### src/hw/rtl/itp_pkg.sv
// shared types and constants for the infix-to-postfix converter
`timescale 1ns / 1ps

package itp_pkg;

  // operator stack sizing
  localparam int STACK_DEPTH = 16;
  localparam int CNT_W       = $clog2(STACK_DEPTH + 1);
  localparam int IDX_W       = $clog2(STACK_DEPTH);
  localparam int VALUE_WIDTH = 32;

  typedef logic [2:0] kind_t;
  typedef logic [1:0] err_t;

  // token kinds
  localparam kind_t TK_OPERAND = 3'd0;
  localparam kind_t TK_ADD     = 3'd1;
  localparam kind_t TK_SUB     = 3'd2;
  localparam kind_t TK_MUL     = 3'd3;
  localparam kind_t TK_DIV     = 3'd4;
  localparam kind_t TK_LPAREN  = 3'd5;
  localparam kind_t TK_RPAREN  = 3'd6;
  localparam kind_t TK_END     = 3'd7;

  // error codes
  localparam err_t ERR_NONE     = 2'd0;
  localparam err_t ERR_UNBAL    = 2'd1;
  localparam err_t ERR_EMPTY    = 2'd2;
  localparam err_t ERR_OVERFLOW = 2'd3;

  // input word
  typedef struct packed {
    kind_t                  token_kind;
    logic [VALUE_WIDTH-1:0] operand_value;
  } in_word_t;

  // result word
  typedef struct packed {
    logic                   out_valid_token;
    kind_t                  out_kind;
    logic [VALUE_WIDTH-1:0] out_value;
    err_t                   error_code;
    logic                   expr_done;
    logic                   last_of_run;
  } out_word_t;

  // stack command: push and pop together replace the top entry
  typedef struct packed {
    logic  push;
    logic  pop;
    logic  clear;
    kind_t kind;
  } stk_cmd_t;

  // stack status seen by the sequencer
  typedef struct packed {
    logic  empty;
    logic  single;
    logic  full;
    kind_t top_kind;
    kind_t second_kind;
  } stk_stat_t;

endpackage

### src/hw/rtl/itp_stack.sv
// operator stack with the top two entries in registers and deeper entries in an array
`timescale 1ns / 1ps

module itp_stack (
  input  logic             clk,
  input  logic             rst_n,
  input  itp_pkg::stk_cmd_t  cmd,
  output itp_pkg::stk_stat_t stat
);

  logic [itp_pkg::CNT_W-1:0] cnt_r;
  itp_pkg::kind_t            top_r;
  itp_pkg::kind_t            second_r;
  itp_pkg::kind_t            mem_r [itp_pkg::STACK_DEPTH];
  logic [itp_pkg::IDX_W-1:0] spill_idx;
  logic [itp_pkg::IDX_W-1:0] fill_idx;

  // slot the old second entry moves into on push, and the entry that refills it on pop
  assign spill_idx = itp_pkg::IDX_W'(cnt_r - itp_pkg::CNT_W'(2));
  assign fill_idx  = itp_pkg::IDX_W'(cnt_r - itp_pkg::CNT_W'(3));

  // fill count
  always_ff @(posedge clk) begin
    if (!rst_n) begin
      cnt_r <= '0;
    end else if (cmd.clear) begin
      cnt_r <= '0;
    end else if (cmd.push && !cmd.pop) begin
      cnt_r <= cnt_r + itp_pkg::CNT_W'(1);
    end else if (cmd.pop && !cmd.push) begin
      cnt_r <= cnt_r - itp_pkg::CNT_W'(1);
    end
  end

  // entry storage
  always_ff @(posedge clk) begin
    if (!cmd.clear) begin
      if (cmd.push && cmd.pop) begin
        top_r <= cmd.kind;
      end else if (cmd.push) begin
        if (cnt_r > itp_pkg::CNT_W'(1)) begin
          mem_r[spill_idx] <= second_r;
        end
        second_r <= top_r;
        top_r    <= cmd.kind;
      end else if (cmd.pop) begin
        top_r    <= second_r;
        second_r <= mem_r[fill_idx];
      end
    end
  end

  // status
  always_comb begin
    stat.empty       = (cnt_r == '0);
    stat.single      = (cnt_r == itp_pkg::CNT_W'(1));
    stat.full        = (cnt_r == itp_pkg::CNT_W'(itp_pkg::STACK_DEPTH));
    stat.top_kind    = top_r;
    stat.second_kind = second_r;
  end

endmodule

### src/hw/rtl/itp_ctrl.sv
// sequencer: decodes the held token, one stack pop per unstalled cycle, drives results
`timescale 1ns / 1ps

module itp_ctrl (
  input  logic               clk,
  input  logic               rst_n,
  input  logic               in_valid,
  output logic               in_stall,
  input  itp_pkg::in_word_t  in_data,
  output logic               out_valid,
  input  logic               out_stall,
  output itp_pkg::out_word_t out_data,
  output itp_pkg::stk_cmd_t  stk_cmd,
  input  itp_pkg::stk_stat_t stk_stat
);

  typedef enum logic {S_IDLE, S_BUSY} state_t;

  state_t                             state_r, state_nxt;
  itp_pkg::kind_t                     tok_r, tok_nxt;
  logic [itp_pkg::VALUE_WIDTH-1:0]    val_r, val_nxt;
  logic                               emitted_r, emitted_nxt;
  logic                               err_lat_r, err_lat_nxt;
  itp_pkg::err_t                      err_kind_r, err_kind_nxt;
  logic                               out_valid_r, out_valid_nxt;
  itp_pkg::out_word_t                 out_data_r, out_data_nxt;

  // action chosen for this cycle, before the output slot gating
  logic               emit;
  itp_pkg::out_word_t res;
  itp_pkg::stk_cmd_t  cmd;
  state_t             st_act;
  logic               lat_act;
  itp_pkg::err_t      lat_code;
  logic               clr_act;
  logic               go;
  logic               out_free;
  logic               pop_op;
  logic               md_top;
  logic               second_lp;
  logic               second_md;

  assign in_stall  = (state_r != S_IDLE);
  assign out_valid = out_valid_r;
  assign out_data  = out_data_r;
  assign out_free  = !out_valid_r || !out_stall;

  // shared compare on the stack top and the entry below it
  assign pop_op    = !stk_stat.empty && (stk_stat.top_kind != itp_pkg::TK_LPAREN);
  assign md_top    = !stk_stat.empty && ((stk_stat.top_kind == itp_pkg::TK_MUL) ||
                                         (stk_stat.top_kind == itp_pkg::TK_DIV));
  assign second_lp = !stk_stat.single && (stk_stat.second_kind == itp_pkg::TK_LPAREN);
  assign second_md = !stk_stat.single && ((stk_stat.second_kind == itp_pkg::TK_MUL) ||
                                          (stk_stat.second_kind == itp_pkg::TK_DIV));

  // decode of the held token into one step
  always_comb begin
    emit     = 1'b0;
    res      = '0;
    cmd      = '0;
    st_act   = state_r;
    lat_act  = 1'b0;
    lat_code = itp_pkg::ERR_NONE;
    clr_act  = 1'b0;
    if (state_r == S_BUSY) begin
      if (tok_r == itp_pkg::TK_END) begin
        if (err_lat_r) begin
          emit            = 1'b1;
          res.error_code  = err_kind_r;
          res.expr_done   = 1'b1;
          res.last_of_run = 1'b1;
          cmd.clear       = 1'b1;
          clr_act         = 1'b1;
          st_act          = S_IDLE;
        end else if (pop_op) begin
          emit                = 1'b1;
          res.out_valid_token = 1'b1;
          res.out_kind        = stk_stat.top_kind;
          cmd.pop             = 1'b1;
        end else begin
          emit            = 1'b1;
          res.expr_done   = 1'b1;
          res.last_of_run = 1'b1;
          if (!stk_stat.empty) begin
            res.error_code = itp_pkg::ERR_UNBAL;
          end else if (!emitted_r) begin
            res.error_code = itp_pkg::ERR_EMPTY;
          end else begin
            res.error_code = itp_pkg::ERR_NONE;
          end
          cmd.clear = 1'b1;
          clr_act   = 1'b1;
          st_act    = S_IDLE;
        end
      end else if (err_lat_r) begin
        // tokens after an error are dropped
        st_act = S_IDLE;
      end else begin
        case (tok_r)
          itp_pkg::TK_OPERAND: begin
            emit                = 1'b1;
            res.out_valid_token = 1'b1;
            res.out_kind        = itp_pkg::TK_OPERAND;
            res.out_value       = val_r;
            res.last_of_run     = 1'b1;
            st_act              = S_IDLE;
          end
          itp_pkg::TK_MUL, itp_pkg::TK_DIV,
          itp_pkg::TK_ADD, itp_pkg::TK_SUB,
          itp_pkg::TK_LPAREN: begin
            if ((tok_r == itp_pkg::TK_MUL || tok_r == itp_pkg::TK_DIV) ? md_top :
                (tok_r != itp_pkg::TK_LPAREN) && pop_op) begin
              // pop one operator; the final pop also pushes the new one
              emit                = 1'b1;
              res.out_valid_token = 1'b1;
              res.out_kind        = stk_stat.top_kind;
              cmd.pop             = 1'b1;
              res.last_of_run     = (tok_r == itp_pkg::TK_MUL || tok_r == itp_pkg::TK_DIV) ?
                                    !second_md : (stk_stat.single || second_lp);
              if (res.last_of_run) begin
                cmd.push = 1'b1;
                cmd.kind = tok_r;
                st_act   = S_IDLE;
              end
            end else if (stk_stat.full) begin
              emit            = 1'b1;
              res.error_code  = itp_pkg::ERR_OVERFLOW;
              res.last_of_run = 1'b1;
              lat_act         = 1'b1;
              lat_code        = itp_pkg::ERR_OVERFLOW;
              st_act          = S_IDLE;
            end else begin
              cmd.push = 1'b1;
              cmd.kind = tok_r;
              st_act   = S_IDLE;
            end
          end
          itp_pkg::TK_RPAREN: begin
            if (pop_op) begin
              emit                = 1'b1;
              res.out_valid_token = 1'b1;
              res.out_kind        = stk_stat.top_kind;
              res.last_of_run     = second_lp;
              cmd.pop             = 1'b1;
            end else if (stk_stat.empty) begin
              emit            = 1'b1;
              res.error_code  = itp_pkg::ERR_UNBAL;
              res.last_of_run = 1'b1;
              lat_act         = 1'b1;
              lat_code        = itp_pkg::ERR_UNBAL;
              st_act          = S_IDLE;
            end else begin
              // matching left paren, dropped silently
              cmd.pop = 1'b1;
              st_act  = S_IDLE;
            end
          end
          default: begin
            st_act = S_IDLE;
          end
        endcase
      end
    end
  end

  // a step that produces a result waits for a free output slot
  assign go      = !emit || out_free;
  assign stk_cmd = go ? cmd : '0;

  // next-state values
  always_comb begin
    state_nxt     = state_r;
    tok_nxt       = tok_r;
    val_nxt       = val_r;
    emitted_nxt   = emitted_r;
    err_lat_nxt   = err_lat_r;
    err_kind_nxt  = err_kind_r;
    out_data_nxt  = out_data_r;
    out_valid_nxt = out_valid_r && out_stall;
    if (state_r == S_IDLE) begin
      if (in_valid) begin
        tok_nxt   = in_data.token_kind;
        val_nxt   = in_data.operand_value;
        state_nxt = S_BUSY;
      end
    end else if (go) begin
      state_nxt = st_act;
      if (emit) begin
        out_data_nxt  = res;
        out_valid_nxt = 1'b1;
        if (res.out_valid_token) begin
          emitted_nxt = 1'b1;
        end
      end
      if (lat_act) begin
        err_lat_nxt  = 1'b1;
        err_kind_nxt = lat_code;
      end
      if (clr_act) begin
        emitted_nxt  = 1'b0;
        err_lat_nxt  = 1'b0;
        err_kind_nxt = itp_pkg::ERR_NONE;
      end
    end
  end

  // state and registered outputs
  always_ff @(posedge clk) begin
    if (!rst_n) begin
      state_r     <= S_IDLE;
      emitted_r   <= 1'b0;
      err_lat_r   <= 1'b0;
      err_kind_r  <= itp_pkg::ERR_NONE;
      out_valid_r <= 1'b0;
    end else begin
      state_r     <= state_nxt;
      emitted_r   <= emitted_nxt;
      err_lat_r   <= err_lat_nxt;
      err_kind_r  <= err_kind_nxt;
      out_valid_r <= out_valid_nxt;
    end
    tok_r      <= tok_nxt;
    val_r      <= val_nxt;
    out_data_r <= out_data_nxt;
  end

endmodule

### src/hw/rtl/infix_to_postfix_converter_top.sv
// top level of the infix-to-postfix converter
`timescale 1ns / 1ps
// Usage: feed one infix token per input word on in_valid/in_stall/in_data
// (operand with value, + - * /, parentheses, end of expression). Postfix
// tokens and status words leave on out_valid/out_stall/out_data; the last
// word caused by an input carries last_of_run, and the end token always
// yields one status word with expr_done and the error code.
// Timing: an input is taken while idle and then worked through in stack
// steps. An operand or a silent push is done in its first step; an
// operator takes a pop step per stacked operator that it pops, the last
// pop also pushing it (a right paren adds a step dropping its left paren,
// an end token a step for the done word). The stack is stepped once per
// cycle by one compare unit, but when out_stall is high the sequencer
// holds its step until the output register frees; in_stall stays high
// until the token is finished. The output register lets a new input be
// taken while the last word of the previous one still waits.
// Reset (rst_n low, synchronous) empties the stack, clears the error latch
// and drops any pending output word; no clearing pass is needed.

module infix_to_postfix_converter_top (
  input  logic               clk,
  input  logic               rst_n,
  input  logic               in_valid,
  output logic               in_stall,
  input  itp_pkg::in_word_t  in_data,
  output logic               out_valid,
  input  logic               out_stall,
  output itp_pkg::out_word_t out_data
);

  itp_pkg::stk_cmd_t  stk_cmd;
  itp_pkg::stk_stat_t stk_stat;

  // token sequencer and output register
  itp_ctrl u_ctrl (
    .clk       (clk),
    .rst_n     (rst_n),
    .in_valid  (in_valid),
    .in_stall  (in_stall),
    .in_data   (in_data),
    .out_valid (out_valid),
    .out_stall (out_stall),
    .out_data  (out_data),
    .stk_cmd   (stk_cmd),
    .stk_stat  (stk_stat)
  );

  // operator stack
  itp_stack u_stack (
    .clk   (clk),
    .rst_n (rst_n),
    .cmd   (stk_cmd),
    .stat  (stk_stat)
  );

endmodule

### config.mk
export PLATFORM = sky130hd
export DESIGN_NAME = infix_to_postfix_converter_top
export DESIGN_NICKNAME = d
export VERILOG_FILES = /design/src/hw/rtl/itp_pkg.sv /design/src/hw/rtl/itp_stack.sv /design/src/hw/rtl/itp_ctrl.sv /design/src/hw/rtl/infix_to_postfix_converter_top.sv
export SDC_FILE = /design/constraint.sdc
export NUM_CORES = 1
export LEC_CHECK = 0
export ABC_AREA = 1
export BUFFER_PORTS_ARGS = -buffer_cell sky130_fd_sc_hd__clkbuf_2
export CORE_UTILIZATION = 39
export CTS_CLUSTER_SIZE = 12
export DETAILED_ROUTE_END_ITERATION = 6
export PLACE_DENSITY_LB_ADDON = 0.25
export SYNTH_ARGS = -nofsm -noshare
export SYNTH_HDL_FRONTEND = slang
export SYNTH_SLANG_ARGS = --single-unit
### constraint.sdc
create_clock -name clk -period 6.1 [get_ports clk]
set_input_delay 0.915 -clock clk [delete_from_list [all_inputs] [get_ports clk]]
set_output_delay 0.915 -clock clk [all_outputs]
set_load 0.05 [all_outputs]
==> impl_metrics.ini <==
[status]
status = completed

[power_and_ir_drop]
ir_drop_uv = 203
seqPwrFrac_pct = 39.3
power_mw = 3.36
p_sw_mw = 1.26
power.leakage_nw = 2.96
share_comb_of_total_power_pct = 31.3
power_density_mw_per_mm2 = 469
clockPowerShare_pct = 29.4
p_int_mw = 2.10
switching_share_pct = 37.6

[placement]
gp_congestion = 0.859
port_buffers = 80
dp_hpwl_mm = 8.75

[global_route]
grt_max_degree = 36
antenna_found_initial = 0
grt_use_total_pct = 16.6
overflow = 0
grt_pass1_wl_mm = 19.8
grt_pass1_vias = 3998

[setup_path]
cp-end-kind = register
reg2reg_to = u_stack.mem_r[9][0]
crit_path_max_fanout = 21
required_ps = 6190
critPathKind = reg -> reg
crit_path_start_kind = register
cp.arrival_ps = 3900
reg2reg_slack_ps = 2290
reg2reg_from = u_stack.cnt_r[0]
r2r_cells = 19

[timing]
rsz0062_at_grt = false
fin_worst_skew_ps = 13.2
finalSetupTns_ps = 0
relSlewSlack_pct = 25.6
hold_viol_final = 0
period_share_pct = 62.4
slew_violations = 0
worst_pin_slew_ps = 1110
period_needed_ps = 3810
fmax_mhz = 263
setup_viol = 0

[floorplan]
dieWidth_um = 126
core.rowCount = 44
start_util_pct = 40.6
die_h_um = 126
core_mm2 = 0.0148
ios = 81
die_area_mm2 = 0.0159

[synth]
netlist_area_mm2 = 0.00600
ys_seq_area_share_pct = 68.3
synth_top_flop_cell = edfxtp_1
synth.distinct_cells = 40
synth_area_per_cell_um2 = 11.7
synth_edf_count = 129
synth_warnings = 0
synth_area_leaders = edfxtp_1 65%, nor2_1 5.8%, inv_1 4.5%
ys_seq_elements = 140
synth_nets = 566
async_flop_share_pct = 0
yosysTopAreaCell = edfxtp_1
synthCells = 514
synth_top_cell_area_share_pct = 64.6

[route]
postRouteAntennaNets = 0
routedWlPerCell_um = 15.6
drt_iter0_drc = 178
drt-total-wl_mm = 12.5
drc = 0
first_pass_iters = 4
vias_per_cell = 4.88
vias = 3911

[cts]
cts_num_sinks = 140
clockBufferDepth = 2
cts.htree.levels = 4
cts_buffers = 17
hold_buffers = 0
path_clk_slew_ps = 60
clockRootBuffer = clkbuf_16
cts_tree = built
postCtsSetupBuffers = 0
clock_latency_ps = 420
cts_resized = 0

[final_layout]
diodes = 0
multiInputGateArea_mm2 = 0.00156
nets = 656
drive_above_1_share_pct = 22.0
fill_cells = 1356
syn_to_final_growth_pct = 19.6
regArea_mm2 = 0.00409

[hold_path]
holdPathStages = 2
hold_class = reg -> reg
min_to = u_ctrl.emitted_r
hold_path.startpoint = u_ctrl.emitted_r

[run]
cap_violations = 0
## Yosys cell counts (7+ instances only)
cell,instances
o21ai_2,7
nor2_1,93
a21oi_1,19
ha_1,13
nand2_1,59
dfxtp_1,11
edfxtp_1,129
inv_1,72
clkbuf_1,9
o211ai_1,8
nand3_1,16
o21ai_0,20
## layer usage
metal  part of all wire (%)  GRT usage [%]  routed length [µm]
met1                     44           19.7                5420
met2                     49           27.5                6100
met3                    5.8           4.97                 725
met4                    1.6           7.87                 204
met5                      0              0                   0
## through the flow
stage               instances  utilization, %  instance area [µm²]  worst slack [ps]  hold slack, ps
floorplan                 514               -                 6000              2140             427
global placement          769            44.8                 6600              2430             443
detailed placement        769            44.8                 6600              2340             458
CTS                       801            48.6                 7170              2320             467
global route              801            48.6                 7170              1950             493
finish                    801            48.6                 7170              2290             461
## cell usage in the layout, fill, tap and decap left out, types with 7 or more instances in the layout
cell type and count:
o211ai_1 8, nand2_1 59, dfxtp_1 11, nor2_1 92, clkbuf_2 80, inv_1 72
o21ai_2 7, ha_1 13, nand3_1 16, clkbuf_16 17, a21oi_1 19, edfxtp_1 129
o21ai_0 20
## state kept, by name, summed over array words and instances (netlist names)
name and count:
u_stack.mem_r 48, u_ctrl.out_data 40, u_ctrl.val_r 32, u_stack.cnt_r 5, u_ctrl.tok_r 3, u_stack.second_r 3
u_stack.top_r 3, u_ctrl.err_kind_r 2, u_ctrl.emitted_r 1, u_ctrl.err_lat_r 1, u_ctrl.in_stall 1, u_ctrl.out_valid 1
## critical path: stages, from the launching register on
cell      delay (ps)
dfxtp_1          330
clkinv_1          60
buf_4            200
ha_1             240
inv_1             70
nor2_2            50
nand2_4          100
nand3_1           80
nand2_1           80
nand3_1          110
nand3_1          100
nand2_1           60
nand2_2          100
nand3_4          150
nand2_2          260
inv_1            140
ha_1             250
a211oi_1         470
nand4_1          330
nor2_1           310
## worst max path at each step
stage                     start  cells after the start  slack, ps                    to
2_1_floorplan  u_stack.cnt_r[0]                     14       2140    u_ctrl.out_data[0]
3_3_place_gp   u_stack.cnt_r[0]                     19       2430  u_stack.mem_r[13][0]
3_5_place_dp   u_stack.cnt_r[0]                     19       2340   u_stack.mem_r[4][2]
4_1_cts        u_stack.cnt_r[0]                     19       2320   u_stack.mem_r[4][2]
5_1_grt        u_stack.cnt_r[0]                     19       1950   u_stack.mem_r[7][0]
6_report       u_stack.cnt_r[0]                     19       2290   u_stack.mem_r[9][0]
## kinds of logic (layout without fill, tap and decap cells)
logic type / Yosys count / in the layout / synth area share (%)
AND/OR/NAND/NOR: 187 / 187 / 13.4
flip-flops: 140 / 140 / 68.3
buffers and inverters: 89 / 192 / 5.93
AO/OA/AOI/OAI: 75 / 75 / 8.12
adder cells (fa/ha/maj): 13 / 13 / 2.71
multiplexers: 6 / 6 / 1.00
XOR/XNOR: 4 / 4 / 0.584
## power groups by stage
stage / Combinational (mW) / Clock, mW / Sequential (mW)
final: 1.05 / 0.988 / 1.32
after global routing: 1.16 / 1.04 / 1.34
after CTS: 1.05 / 1.01 / 1.32
after detailed placement: 1.04 / 0 / 1.34
after global placement: 1.04 / 0 / 1.34
after floorplan: 0.675 / 0 / 1.42
## final cells by class
type	instances	share of cell area, %
flip-flops and latches	140	57.1
multi-input cells	285	21.7
repair buffers	86	6.21
clock buffers	18	5.98
inverters	74	3.87
well taps	184	3.21
clock inverters	14	1.94
Note: power is estimated with default switching activity, not from simulation.
